### src/hw/rtl/bcdma_pkg.sv
// Package for the byte copy DMA controller: item and result types,
// register indexes, address constants and the address helper functions.
// No dependencies.
`timescale 1ns / 1ps

package bcdma_pkg;

    localparam int MAX_LENGTH = 512;
    localparam int LEN_W      = $clog2(MAX_LENGTH + 1);
    localparam int ADDR_W     = 25;
    localparam int REG_IDX_W  = 3;
    localparam int NUM_REGS   = 7;
    localparam int IN_DATA_W  = 16;
    localparam int OUT_DATA_W = 64;

    localparam logic [REG_IDX_W-1:0] REG_SRC_LO  = 3'd0;
    localparam logic [REG_IDX_W-1:0] REG_SRC_HI  = 3'd1;
    localparam logic [REG_IDX_W-1:0] REG_DST_LO  = 3'd2;
    localparam logic [REG_IDX_W-1:0] REG_DST_HI  = 3'd3;
    localparam logic [REG_IDX_W-1:0] REG_BANK_LO = 3'd4;
    localparam logic [REG_IDX_W-1:0] REG_LEN     = 3'd5;
    localparam logic [REG_IDX_W-1:0] REG_BANK_HI = 3'd6;

    localparam logic [15:0]       VRAM_PORT_A  = 16'h2004;
    localparam logic [15:0]       VRAM_PORT_B  = 16'h2007;
    localparam logic [ADDR_W-1:0] CPU_RAM_MASK = 25'h1FFF;

    localparam logic KIND_READ = 1'b0;
    localparam logic KIND_COPY = 1'b1;

    typedef logic [ADDR_W-1:0] t_addr;
    typedef logic [LEN_W-1:0]  t_len;

    typedef enum logic [1:0] {
        OP_WRITE  = 2'd0,
        OP_READ   = 2'd1,
        OP_VBLANK = 2'd2,
        OP_TICK   = 2'd3
    } t_op;

    typedef struct packed {
        t_op                  op;
        logic [REG_IDX_W-1:0] reg_addr;
        logic [7:0]           write_data;
    } t_in_item;

    typedef struct packed {
        logic       kind;
        logic [7:0] read_data;
        t_addr      src_address;
        logic       src_external;
        t_addr      dst_address;
        logic       dst_external;
        logic       last_byte;
    } t_result;

    typedef struct packed {
        logic awaiting_vblank;
        logic transfer_active;
    } t_status;

    // Addresses with bit 15 set take their upper bits from the two bank registers.
    function automatic t_addr physical(input logic [15:0] a, input logic [7:0] bank_lo,
                                       input logic [7:0] bank_hi);
        t_addr p;
        p = t_addr'(a[14:0]);
        if (a[15]) begin
            p = p | (t_addr'(bank_lo) << 15) | (t_addr'(bank_hi[1:0]) << 23);
        end
        return p;
    endfunction

    // Transfer length is twice the register value; zero selects the maximum.
    function automatic t_len start_len(input logic [7:0] len_reg);
        logic [9:0] dbl;
        dbl = {1'b0, len_reg, 1'b0};
        if (dbl == 10'd0 || dbl > 10'(MAX_LENGTH)) begin
            return t_len'(MAX_LENGTH);
        end
        return t_len'(dbl);
    endfunction

endpackage

### src/hw/rtl/byte_copy_dma_controller.sv
// Top level of the byte copy DMA controller: stream ports, input register,
// core and result register. Depends on bcdma_pkg, bcdma_in_stage, bcdma_core
// and bcdma_out_stage.
//
//  Channel  Direction  tdata                      tuser      tlast
//  s_axis   in         reg_addr, write_data       operation  -
//  m_axis   out        read_data .. dst_external  kind       last_byte
//
// One item is taken per clock cycle while s_axis tready is high; a clock tick
// item during a transfer yields one copy command, so a transfer of N bytes
// needs N tick transfers. The input register takes each item at its transfer
// edge; the core logic then loads the result, if any, into the result register
// once that register is free or being drained, and m_axis presents it there.
// Synchronous active-low reset clears the register file and all transfer state.
// When both registers are full, s_axis tready follows m_axis tready.
`timescale 1ns / 1ps

module byte_copy_dma_controller (
    input  logic                                i_clk,
    input  logic                                i_rst_n,
    input  logic                                i_s_axis_tvalid,
    output logic                                o_s_axis_tready,
    // [2:0] reg_addr, [10:3] write_data, [15:11] zero
    input  logic [bcdma_pkg::IN_DATA_W-1:0]     i_s_axis_tdata,
    // [1:0] operation
    input  logic [1:0]                          i_s_axis_tuser,
    output logic                                o_m_axis_tvalid,
    input  logic                                i_m_axis_tready,
    // [7:0] read_data, [32:8] src_address, [33] src_external,
    // [58:34] dst_address, [59] dst_external, [63:60] zero
    output logic [bcdma_pkg::OUT_DATA_W-1:0]    o_m_axis_tdata,
    // [0] kind
    output logic                                o_m_axis_tuser,
    output logic                                o_m_axis_tlast
);

    bcdma_pkg::t_in_item w_in_item;
    bcdma_pkg::t_in_item w_item;
    logic                w_item_valid;
    logic                w_advance;
    logic                w_res_valid;
    bcdma_pkg::t_result  w_result;
    bcdma_pkg::t_result  w_out;
    bcdma_pkg::t_status  w_status;

    assign w_in_item.op         = bcdma_pkg::t_op'(i_s_axis_tuser);
    assign w_in_item.reg_addr   = i_s_axis_tdata[2:0];
    assign w_in_item.write_data = i_s_axis_tdata[10:3];

    // The held item moves on when the result register is free or being drained.
    assign w_advance = w_item_valid && (!o_m_axis_tvalid || i_m_axis_tready);

    bcdma_in_stage u_in_stage (
        .i_clk     (i_clk),
        .i_rst_n   (i_rst_n),
        .i_valid   (i_s_axis_tvalid),
        .o_ready   (o_s_axis_tready),
        .i_item    (w_in_item),
        .i_advance (w_advance),
        .o_valid   (w_item_valid),
        .o_item    (w_item)
    );

    bcdma_core u_core (
        .i_clk       (i_clk),
        .i_rst_n     (i_rst_n),
        .i_fire      (w_advance),
        .i_item      (w_item),
        .o_res_valid (w_res_valid),
        .o_result    (w_result),
        .o_status    (w_status)
    );

    bcdma_out_stage u_out_stage (
        .i_clk    (i_clk),
        .i_rst_n  (i_rst_n),
        .i_load   (w_advance && w_res_valid),
        .i_result (w_result),
        .i_ready  (i_m_axis_tready),
        .o_valid  (o_m_axis_tvalid),
        .o_result (w_out)
    );

    assign o_m_axis_tdata = {4'd0, w_out.dst_external, w_out.dst_address,
                             w_out.src_external, w_out.src_address, w_out.read_data};
    assign o_m_axis_tuser = w_out.kind;
    assign o_m_axis_tlast = w_out.last_byte;

    // A start either waits for vblank or runs at once, never both.
    a_await_excl_active: assert property (@(posedge i_clk) disable iff (!i_rst_n)
        !(w_status.awaiting_vblank && w_status.transfer_active))
        else $error("awaiting vblank while a transfer is active");

    // A tick during a transfer must produce a copy command.
    a_tick_copies: assert property (@(posedge i_clk) disable iff (!i_rst_n)
        (w_advance && w_item.op == bcdma_pkg::OP_TICK && w_status.transfer_active)
        |-> (w_res_valid && w_result.kind == bcdma_pkg::KIND_COPY))
        else $error("tick during transfer gave no copy command");

    // Every produced result shows up on the output in the next cycle.
    a_result_shown: assert property (@(posedge i_clk) disable iff (!i_rst_n)
        (w_advance && w_res_valid) |=> o_m_axis_tvalid)
        else $error("result lost before the output register");

    // The final copy command ends the transfer.
    a_last_ends: assert property (@(posedge i_clk) disable iff (!i_rst_n)
        (w_advance && w_res_valid && w_result.last_byte) |=> !w_status.transfer_active)
        else $error("transfer still active after its last byte");

endmodule

### src/hw/rtl/bcdma_in_stage.sv
// Input register of the byte copy DMA controller.
// Holds one accepted item until the core consumes it; uses bcdma_pkg.
`timescale 1ns / 1ps

module bcdma_in_stage (
    input  logic                i_clk,
    input  logic                i_rst_n,
    input  logic                i_valid,
    output logic                o_ready,
    input  bcdma_pkg::t_in_item i_item,
    input  logic                i_advance,
    output logic                o_valid,
    output bcdma_pkg::t_in_item o_item
);

    logic                r_valid;
    logic                n_valid;
    bcdma_pkg::t_in_item r_item;

    assign o_ready = !r_valid || i_advance;
    assign o_valid = r_valid;
    assign o_item  = r_item;

    always_comb begin
        n_valid = r_valid;
        if (i_valid && o_ready) begin
            n_valid = 1'b1;
        end else if (i_advance) begin
            n_valid = 1'b0;
        end
    end

    always_ff @(posedge i_clk) begin
        if (!i_rst_n) begin
            r_valid <= 1'b0;
        end else begin
            r_valid <= n_valid;
        end
    end

    always_ff @(posedge i_clk) begin
        if (i_valid && o_ready) begin
            r_item <= i_item;
        end
    end

endmodule

### src/hw/rtl/bcdma_core.sv
// Register file and transfer engine of the byte copy DMA controller.
// Applies one item per cycle while i_fire is high and forms its result; uses bcdma_pkg.
`timescale 1ns / 1ps

module bcdma_core (
    input  logic                i_clk,
    input  logic                i_rst_n,
    input  logic                i_fire,
    input  bcdma_pkg::t_in_item i_item,
    output logic                o_res_valid,
    output bcdma_pkg::t_result  o_result,
    output bcdma_pkg::t_status  o_status
);

    logic [7:0]       r_regs [bcdma_pkg::NUM_REGS];
    logic [7:0]       n_regs [bcdma_pkg::NUM_REGS];
    logic             r_await, n_await;
    logic             r_active, n_active;
    bcdma_pkg::t_addr r_src, n_src;
    bcdma_pkg::t_addr r_dst, n_dst;
    bcdma_pkg::t_len  r_left, n_left;
    logic             r_src_ext, n_src_ext;
    logic             r_dst_ext, n_dst_ext;
    logic             r_vram, n_vram;

    logic             busy;
    logic             do_start;
    logic [15:0]      src_word;
    logic [15:0]      dst_word;
    logic             dst_vram;
    logic [7:0]       rd_byte;
    bcdma_pkg::t_len  left_dec;

    assign busy = r_await || r_active;
    assign o_status.awaiting_vblank = r_await;
    assign o_status.transfer_active = r_active;

    // The register file as it stands after this item's write, if any.
    always_comb begin
        for (int i = 0; i < bcdma_pkg::NUM_REGS; i++) begin
            n_regs[i] = r_regs[i];
            if (i_fire && i_item.op == bcdma_pkg::OP_WRITE &&
                i_item.reg_addr == bcdma_pkg::REG_IDX_W'(i)) begin
                n_regs[i] = i_item.write_data;
            end
        end
    end

    assign src_word = {n_regs[bcdma_pkg::REG_SRC_HI], n_regs[bcdma_pkg::REG_SRC_LO]};
    assign dst_word = {n_regs[bcdma_pkg::REG_DST_HI], n_regs[bcdma_pkg::REG_DST_LO]};
    assign dst_vram = (dst_word == bcdma_pkg::VRAM_PORT_A) ||
                      (dst_word == bcdma_pkg::VRAM_PORT_B);

    always_comb begin
        rd_byte = 8'd0;
        for (int i = 0; i < bcdma_pkg::NUM_REGS; i++) begin
            if (i_item.reg_addr == bcdma_pkg::REG_IDX_W'(i)) begin
                rd_byte = r_regs[i];
            end
        end
        if (i_item.reg_addr == bcdma_pkg::REG_LEN) begin
            rd_byte = {7'd0, busy};
        end
    end

    assign left_dec = r_left - bcdma_pkg::t_len'(1);

    always_comb begin
        n_await     = r_await;
        n_active    = r_active;
        n_src       = r_src;
        n_dst       = r_dst;
        n_left      = r_left;
        n_src_ext   = r_src_ext;
        n_dst_ext   = r_dst_ext;
        n_vram      = r_vram;
        do_start    = 1'b0;
        o_res_valid = 1'b0;
        o_result    = '0;

        if (i_fire) begin
            case (i_item.op)
                bcdma_pkg::OP_WRITE: begin
                    if (i_item.reg_addr == bcdma_pkg::REG_LEN && !busy) begin
                        if (dst_vram) begin
                            n_await = 1'b1;
                        end else begin
                            do_start = 1'b1;
                        end
                    end
                end
                bcdma_pkg::OP_READ: begin
                    o_res_valid        = 1'b1;
                    o_result.kind      = bcdma_pkg::KIND_READ;
                    o_result.read_data = rd_byte;
                end
                bcdma_pkg::OP_VBLANK: begin
                    if (r_await) begin
                        n_await  = 1'b0;
                        do_start = 1'b1;
                    end
                end
                bcdma_pkg::OP_TICK: begin
                    if (r_active) begin
                        o_res_valid           = 1'b1;
                        o_result.kind         = bcdma_pkg::KIND_COPY;
                        o_result.src_address  = r_src_ext ? r_src
                                                          : (r_src & bcdma_pkg::CPU_RAM_MASK);
                        o_result.src_external = r_src_ext;
                        o_result.dst_address  = r_dst;
                        o_result.dst_external = r_dst_ext;
                        o_result.last_byte    = (r_left == bcdma_pkg::t_len'(1));
                        n_src                 = r_src + bcdma_pkg::t_addr'(1);
                        if (!r_vram) begin
                            n_dst = r_dst + bcdma_pkg::t_addr'(1);
                        end
                        n_left = left_dec;
                        if (left_dec == '0) begin
                            n_active = 1'b0;
                        end
                    end
                end
                default: begin
                end
            endcase
        end

        // Addresses, banks and length are latched only at the actual start.
        if (do_start) begin
            n_src_ext = src_word[15];
            n_dst_ext = dst_word[15];
            n_vram    = dst_vram;
            n_src     = bcdma_pkg::physical(src_word, n_regs[bcdma_pkg::REG_BANK_LO],
                                            n_regs[bcdma_pkg::REG_BANK_HI]);
            n_dst     = bcdma_pkg::physical(dst_word, n_regs[bcdma_pkg::REG_BANK_LO],
                                            n_regs[bcdma_pkg::REG_BANK_HI]);
            n_left    = bcdma_pkg::start_len(n_regs[bcdma_pkg::REG_LEN]);
            n_active  = (n_left != '0);
        end
    end

    always_ff @(posedge i_clk) begin
        if (!i_rst_n) begin
            for (int i = 0; i < bcdma_pkg::NUM_REGS; i++) begin
                r_regs[i] <= 8'd0;
            end
            r_await   <= 1'b0;
            r_active  <= 1'b0;
            r_src     <= '0;
            r_dst     <= '0;
            r_left    <= '0;
            r_src_ext <= 1'b0;
            r_dst_ext <= 1'b0;
            r_vram    <= 1'b0;
        end else begin
            r_regs    <= n_regs;
            r_await   <= n_await;
            r_active  <= n_active;
            r_src     <= n_src;
            r_dst     <= n_dst;
            r_left    <= n_left;
            r_src_ext <= n_src_ext;
            r_dst_ext <= n_dst_ext;
            r_vram    <= n_vram;
        end
    end

endmodule

### src/hw/rtl/bcdma_out_stage.sv
// Result register of the byte copy DMA controller.
// Holds one result until the downstream side takes it; uses bcdma_pkg.
`timescale 1ns / 1ps

module bcdma_out_stage (
    input  logic               i_clk,
    input  logic               i_rst_n,
    input  logic               i_load,
    input  bcdma_pkg::t_result i_result,
    input  logic               i_ready,
    output logic               o_valid,
    output bcdma_pkg::t_result o_result
);

    logic               r_valid;
    logic               n_valid;
    bcdma_pkg::t_result r_result;

    assign o_valid  = r_valid;
    assign o_result = r_result;

    always_comb begin
        n_valid = r_valid;
        if (i_load) begin
            n_valid = 1'b1;
        end else if (i_ready) begin
            n_valid = 1'b0;
        end
    end

    always_ff @(posedge i_clk) begin
        if (!i_rst_n) begin
            r_valid <= 1'b0;
        end else begin
            r_valid <= n_valid;
        end
    end

    always_ff @(posedge i_clk) begin
        if (i_load) begin
            r_result <= i_result;
        end
    end

endmodule

### config.mk
export PLATFORM = sky130hd
export DESIGN_NAME = byte_copy_dma_controller
export DESIGN_NICKNAME = d
export VERILOG_FILES = /design/src/hw/rtl/bcdma_pkg.sv /design/src/hw/rtl/byte_copy_dma_controller.sv /design/src/hw/rtl/bcdma_in_stage.sv /design/src/hw/rtl/bcdma_core.sv /design/src/hw/rtl/bcdma_out_stage.sv
export SDC_FILE = /design/constraint.sdc
export NUM_CORES = 1
export LEC_CHECK = 0
export BUFFER_PORTS_ARGS = -buffer_cell sky130_fd_sc_hd__buf_2
export CORE_AREA = 2 2 143 145
export DETAILED_ROUTE_END_ITERATION = 7
export DIE_AREA = 0 0 145 147
export PLACE_DENSITY = 0.67
export SLEW_MARGIN = 40
export SYNTH_ARGS = -nofsm -noshare
export SYNTH_HDL_FRONTEND = slang
export SYNTH_SLANG_ARGS = --single-unit
### constraint.sdc
create_clock -name i_clk -period 8.9 [get_ports i_clk]
set_clock_uncertainty 0.05 [all_clocks]
set_input_delay 0.445 -clock i_clk [delete_from_list [all_inputs] [get_ports i_clk]]
set_output_delay 0.445 -clock i_clk [all_outputs]
set_load 0.05 [all_outputs]
Yosys cells after proc, flatten, opt, wreduce, memory -nomap -nowiden:

Cells that the tools add are included.

* order comparisons: 1
* mux-type cells: 54
* reductions and logical operators: 40
* eq/ne operators: 15
* add/subtract/negate cells: 3
* bitwise gates (word level): 6

Operators with widths (count)
* 25-bit two-way mux: 11
* 8-bit two-way mux: 12
* 10-bit two-way mux: 7
* 25-bit by 1-bit adder with 25-bit output (second input constant): 2
* 25-bit bitwise OR: 2
* 15-bit by 23-bit bitwise OR with 23-bit output: 2
* 16-bit by 14-bit equality test with 1-bit output (second input constant): 2
* 1-bit two-way mux: 20
* 1-bit logical AND: 12
* 4-bit AND reduction: 3
* 2-bit nonzero test: 6
* 10-bit by 1-bit equality test with 1-bit output (second input constant): 1
* 9-bit by 10-bit greater-than comparator with 1-bit output (second input constant): 1
* 10-bit logical NOT: 1
* 10-bit nonzero test: 1
* 10-bit by 1-bit subtractor with 10-bit output (second input constant): 1
* 3-bit equality test (second input constant): 3
* 8-bit logical NOT: 1
* 3-bit by 2-bit equality test with 1-bit output (second input constant): 2
* 1-bit case mux with 2 select lines: 3
* 2-bit AND reduction: 3
* 3-bit AND reduction: 2
* 1-bit logical OR: 5
* 2-bit equality test (second input constant): 2
* other kinds (10): 14

* input bits: 22
* register bits: 198
* output and inout port bits: 68

Longest topological paths before layout:

* depth in word-level cells: 17
* mapped depth: 10
* gate-level depth less buffers: 8

Cells and area by module:

Synthesis repeated with hierarchy kept, for this count alone.

* cells, all modules: 919
* area total of the unflattened synthesis: 9215.1 um^2

By module, submodules not included
* bcdma_core: area an instance 6811.5 um^2, instances 1, cells each 828, sequential area each 2422.3 um^2
* bcdma_out_stage: area an instance 1903.1 um^2, instances 1, cells each 65, sequential area each 1881.8 um^2
* bcdma_in_stage: area an instance 447.9 um^2, instances 1, cells each 18, sequential area each 410.4 um^2
* byte_copy_dma_controller: area an instance 52.6 um^2, instances 1, cells each 8, sequential area each 0.0 um^2

Worst setup path before layout:

Ideal clock, no wire load.

* path type: register to register
* from: reg u_out_stage.r_valid, in the netlist u_out_stage.o_valid
* to: reg u_out_stage.r_result (netlist bit u_out_stage.o_result[0]) (enable)
* setup time: 0.560 ns
* path buffers: 2
* stages on the path, launching flop included: 5
* slack: 2.950 ns
* clock period less this slack: 5.950 ns
* required time: 8.290 ns
* arrival time: 5.339 ns
* cells stage by stage: dfxtp_1 -> nor2b_1 -> buf_2 -> buf_2 -> nor3_1

* cells in the longest elaborated chain, start to end: 5

Ends and longest elaborated chain
* start, declared: RTL line bcdma_out_stage.sv:15 `logic r_valid;`
* start signal, assigned: RTL line bcdma_out_stage.sv:35 `r_valid <= n_valid;`
* 1-bit logical NOT (*): RTL line byte_copy_dma_controller.sv:51 `assign w_advance = w_item_valid && (!o_m_axis_tvalid || i_m_axis_tready);`
* 1-bit logical OR (*): RTL line byte_copy_dma_controller.sv:51
* 1-bit logical AND (*): RTL line byte_copy_dma_controller.sv:51
* 1-bit two-way mux: RTL line bcdma_core.sv:81 `if (i_fire) begin`
* 1-bit logical AND (*): RTL line byte_copy_dma_controller.sv:77 `.i_load (w_advance && w_res_valid),`
* net u_out_stage.i_load: RTL line bcdma_out_stage.sv:8 `input logic i_load,`
* end signal, assigned: RTL line bcdma_out_stage.sv:41 `r_result <= i_result;`
* end, declared: RTL line bcdma_out_stage.sv:17 `bcdma_pkg::t_result r_result;`

The timed path passes the listed nets; every way through them passes the cells marked *.
A chain may end at the register's enable or synchronous reset.

Final worst setup path:

* from: reg u_in_stage.r_item (netlist bit u_in_stage.o_item[12])
* to: reg u_core.r_left[2]

* cells in the longest elaborated chain, start to end: 12
* elaborated cells on any way between the ends: 29
* classes of those cells: 1 x order compare; 4 x eq/ne; 12 x mux; 12 x reduce/logical

Ends and longest elaborated chain
* start, declared: RTL line bcdma_in_stage.sv:18 `bcdma_pkg::t_in_item r_item;`
* start signal, assigned: RTL line bcdma_in_stage.sv:43 `r_item <= i_item;`
* branches (longest 12 deep; another with 9-bit by 10-bit greater-than comparator with 1-bit output)
* end signal, assigned: RTL line bcdma_core.sv:161 `r_left <= n_left;`
* end, declared: RTL line bcdma_core.sv:21 `bcdma_pkg::t_len r_left, n_left;`

Several ways; the timed one is not identified. The select of a mux whose other input is x is not followed.

==> flow_summary.json <==
{
  "status": "completed",
  "placementRows": 52,
  "synthCells": 908,
  "setup_viol": 0,
  "timing.max_cap.violations": 0,
  "synth_top_area_share": 0.258,
  "initial_core_util": 0.482,
  "die_w_um": 145,
  "postRouteAntennaNets": 0,
  "post_cts_buffers": 0,
  "synthSimpleGateAreaFrac": 0.215,
  "path_max_fanout": 27,
  "yosysSeqAreaShare": 0.493,
  "clkLatencyLatePin_ps": 440,
  "clk_pin_slew_ps": 70,
  "synthAdderAreaFrac": 0.00524,
  "hold_viol_final": 0,
  "power.leakage_nw": 3.92,
  "synth_top_family_by_area": "simple AND/OR/NAND/NOR gates",
  "yosysUniqueCellTypes": 72,
  "drt_pass1_iterations": 8,
  "period_minus_slack_ps": 3910,
  "worstPathArrival_ps": 4190,
  "vias": 7028,
  "die_area_um2": 21300,
  "ctsResizeCount": 0,
  "irDropWorstVdd_mv": 0.154,
  "area_growth_pct": 11.6,
  "cts_inserted_buffers": 17,
  "pre_cts_ws_ps": 4800,
  "track_usage": 0.220,
  "antenna_found_initial": 0,
  "drc": 0,
  "ys_warn_count": 0,
  "slew_headroom": 0.461,
  "hp-class": "in -> reg",
  "synth_compound_area_frac": 0.104,
  "ys_ff_latch": 198,
  "startpoint_type": "register",
  "dieHeight_um": 147,
  "first_iter_violations": 566,
  "synth_mux_area_frac": 0.0961,
  "htree_levels": 4,
  "tightest_slew_ps": 802,
  "grt_max_degree": 59,
  "place_hpwl_um": 15400,
  "crit_type": "reg -> reg",
  "yosysMostFrequentCell": "dfxtp_1",
  "routed_wl_um": 23200,
  "setup_slack_ps": 4990,
  "post-synth-top-area-cell": "dfxtp_1",
  "syn_avg_cell_area_um2": 10.5,
  "drv_slew": 0,
  "fin_nets": 976,
  "yosys-top-cells-area": "dfxtp_1 (26%), edfxtp_1 (24%), mux2i_1 (6.0%), nor2_1 (4.1%), xnor2_1 (3.5%)",
  "ctsLongestPathBuffers": 2,
  "holdBufCountCts": 0,
  "synth_xor_area_frac": 0.0431,
  "io_pins": 90,
  "clockRootBuffer": "clkbuf_16",
  "fin_crit_sh": 0.439,
  "max_freq_mhz": 256,
  "cts.sinks": 198,
  "end_kind": "register",
  "routed_via_density": 5.70,
  "coreArea_um2": 19800,
  "synth_edf_count": 75,
  "p_per_area_nw_per_um2": 168,
  "overflow": 0,
  "cts_tree": "built",
  "globalplace.congestion": 0.913,
  "setup_tns_ps": 0,
  "first_global_vias": 6606,
  "synth-main-ff-cell": "dfxtp_1",
  "async_flop_share": 0,
  "worstPathRequired_ps": 9190,
  "io_buffers": 80,
  "synth_common_cells": "dfxtp_1 (123), nor2_1 (104), edfxtp_1 (75), mux2i_1 (57), and2_1 (48)",
  "grt_pass1_wl_um": 36500,
  "final_layout_size_suffix_gt1_frac": 0.192,
  "n_antenna_cell": 0,
  "syn-cell-area_um2": 9560,
  "rsz0062_at_grt": "false",
  "wl_per_cell_um": 18.8
}
power by group:
group          leakage [nW]  internal, mW  switching, mW  total, mW
Sequential             1.75         0.945         0.0157      0.960
Combinational          1.87        0.0161         0.0440     0.0602
Clock                 0.289         0.437          0.339      0.776
Total                  3.92          1.40          0.398       1.80
kinds of logic (layout without fill, tap and decap cells):
| group | after synthesis | after routing |
|---|---|---|
| AND/OR/NAND/NOR | 368 | 368 |
| flip-flops | 198 | 198 |
| AO/OA/AOI/OAI | 131 | 131 |
| buffers and inverters | 81 | 133 |
| multiplexers | 78 | 78 |
| XOR/XNOR | 47 | 47 |
| adder cells (fa/ha/maj) | 4 | 4 |
| other | 1 | 4 |
path summary, 6_finish.rpt:
path	from	to	slack, ps	depth (start not counted)
worst max register to register	u_in_stage.o_item[12]$_DFFE_PP_	u_core.r_left[2]$_SDFFE_PN0P_	4990	7
worst min-delay path	i_s_axis_tdata[7]	u_in_stage.o_item[4]$_DFFE_PP_	130	1
worst min register to register	u_core.r_regs[2]$_SDFFE_PN0P_	u_core.r_regs[2]$_SDFFE_PN0P_	450	2
worst max-delay path	u_in_stage.o_item[12]$_DFFE_PP_	u_core.r_left[2]$_SDFFE_PN0P_	4990	7
critical path: stages (launching register included):
cell and delay (ps):
edfxtp_1 670, nor4bb_1 370, nand3_1 600, mux2i_4 450
a41o_1 550, buf_4 420, nand2_4 290, o311ai_0 380
state kept, by name, indices dropped and copies added (netlist names):
| name | cells |
|---|---|
| u_core.r_regs | 56 |
| u_core.r_src | 25 |
| u_core.r_dst | 25 |
| u_core.r_active | 1 |
| u_core.r_left | 10 |
| u_core.r_src_ext | 1 |
| u_out_stage.o_result | 62 |
| u_core.r_vram | 1 |
| u_in_stage.o_item | 13 |
| u_out_stage.o_valid | 1 |
| u_core.r_await | 1 |
| u_in_stage.o_valid | 1 |
| u_core.r_dst_ext | 1 |
area by class of cell:
type	count	area (µm²)
fill	1766	9180
multi-input combinational	632	4480
sequential	198	4710
clock inverter	12	125
clock buffer	20	468
tap	270	338
inverter	7	28.8
timing repair buffer	94	517
cells in the final DEF (no fill, tap or decap), types with 12 or more instances in the layout:
master | synthesis | layout
nand4_1 | 33 | 33
o21ai_0 | 29 | 29
buf_2 | 11 | 80
nor2_1 | 104 | 104
a211oi_2 | 13 | 13
xnor2_1 | 38 | 38
edfxtp_1 | 75 | 75
nand2_1 | 31 | 31
clkbuf_16 | 0 | 18
a21oi_1 | 22 | 22
nor3_1 | 25 | 24
nand3_1 | 39 | 39
dfxtp_1 | 123 | 123
and2_1 | 48 | 48
buf_4 | 9 | 12
and3_1 | 23 | 23
mux2i_1 | 57 | 56
per-stage QoR:
| stage | total power, mW | cells | util | hold WS [ps] | cell area [µm²] |
|---|---|---|---|---|---|
| global route | 1.84 | 1233 | 0.538 | 115 | 10700 |
| global placement | 1.04 | 1199 | 0.506 | 420 | 10000 |
| CTS | 1.80 | 1232 | 0.537 | 116 | 10700 |
| finish | 1.80 | 1233 | 0.538 | 127 | 10700 |
| floorplan | 1.02 | 911 | - | 409 | 9570 |
| detailed placement | 1.04 | 1200 | 0.507 | 434 | 10100 |
routing by layer:
| layer | up-vias | routed length (µm) | global-route usage |
|---|---|---|---|
| met5 | - | 0 | 0 |
| met4 | 0 | 416 | 0.0668 |
| met3 | 33 | 1330 | 0.0469 |
| met2 | 229 | 11000 | 0.358 |
| met1 | 3374 | 10400 | 0.297 |
| li1 | 3392 | - | - |
No activity file was read; power rests on OpenSTA's default activity.
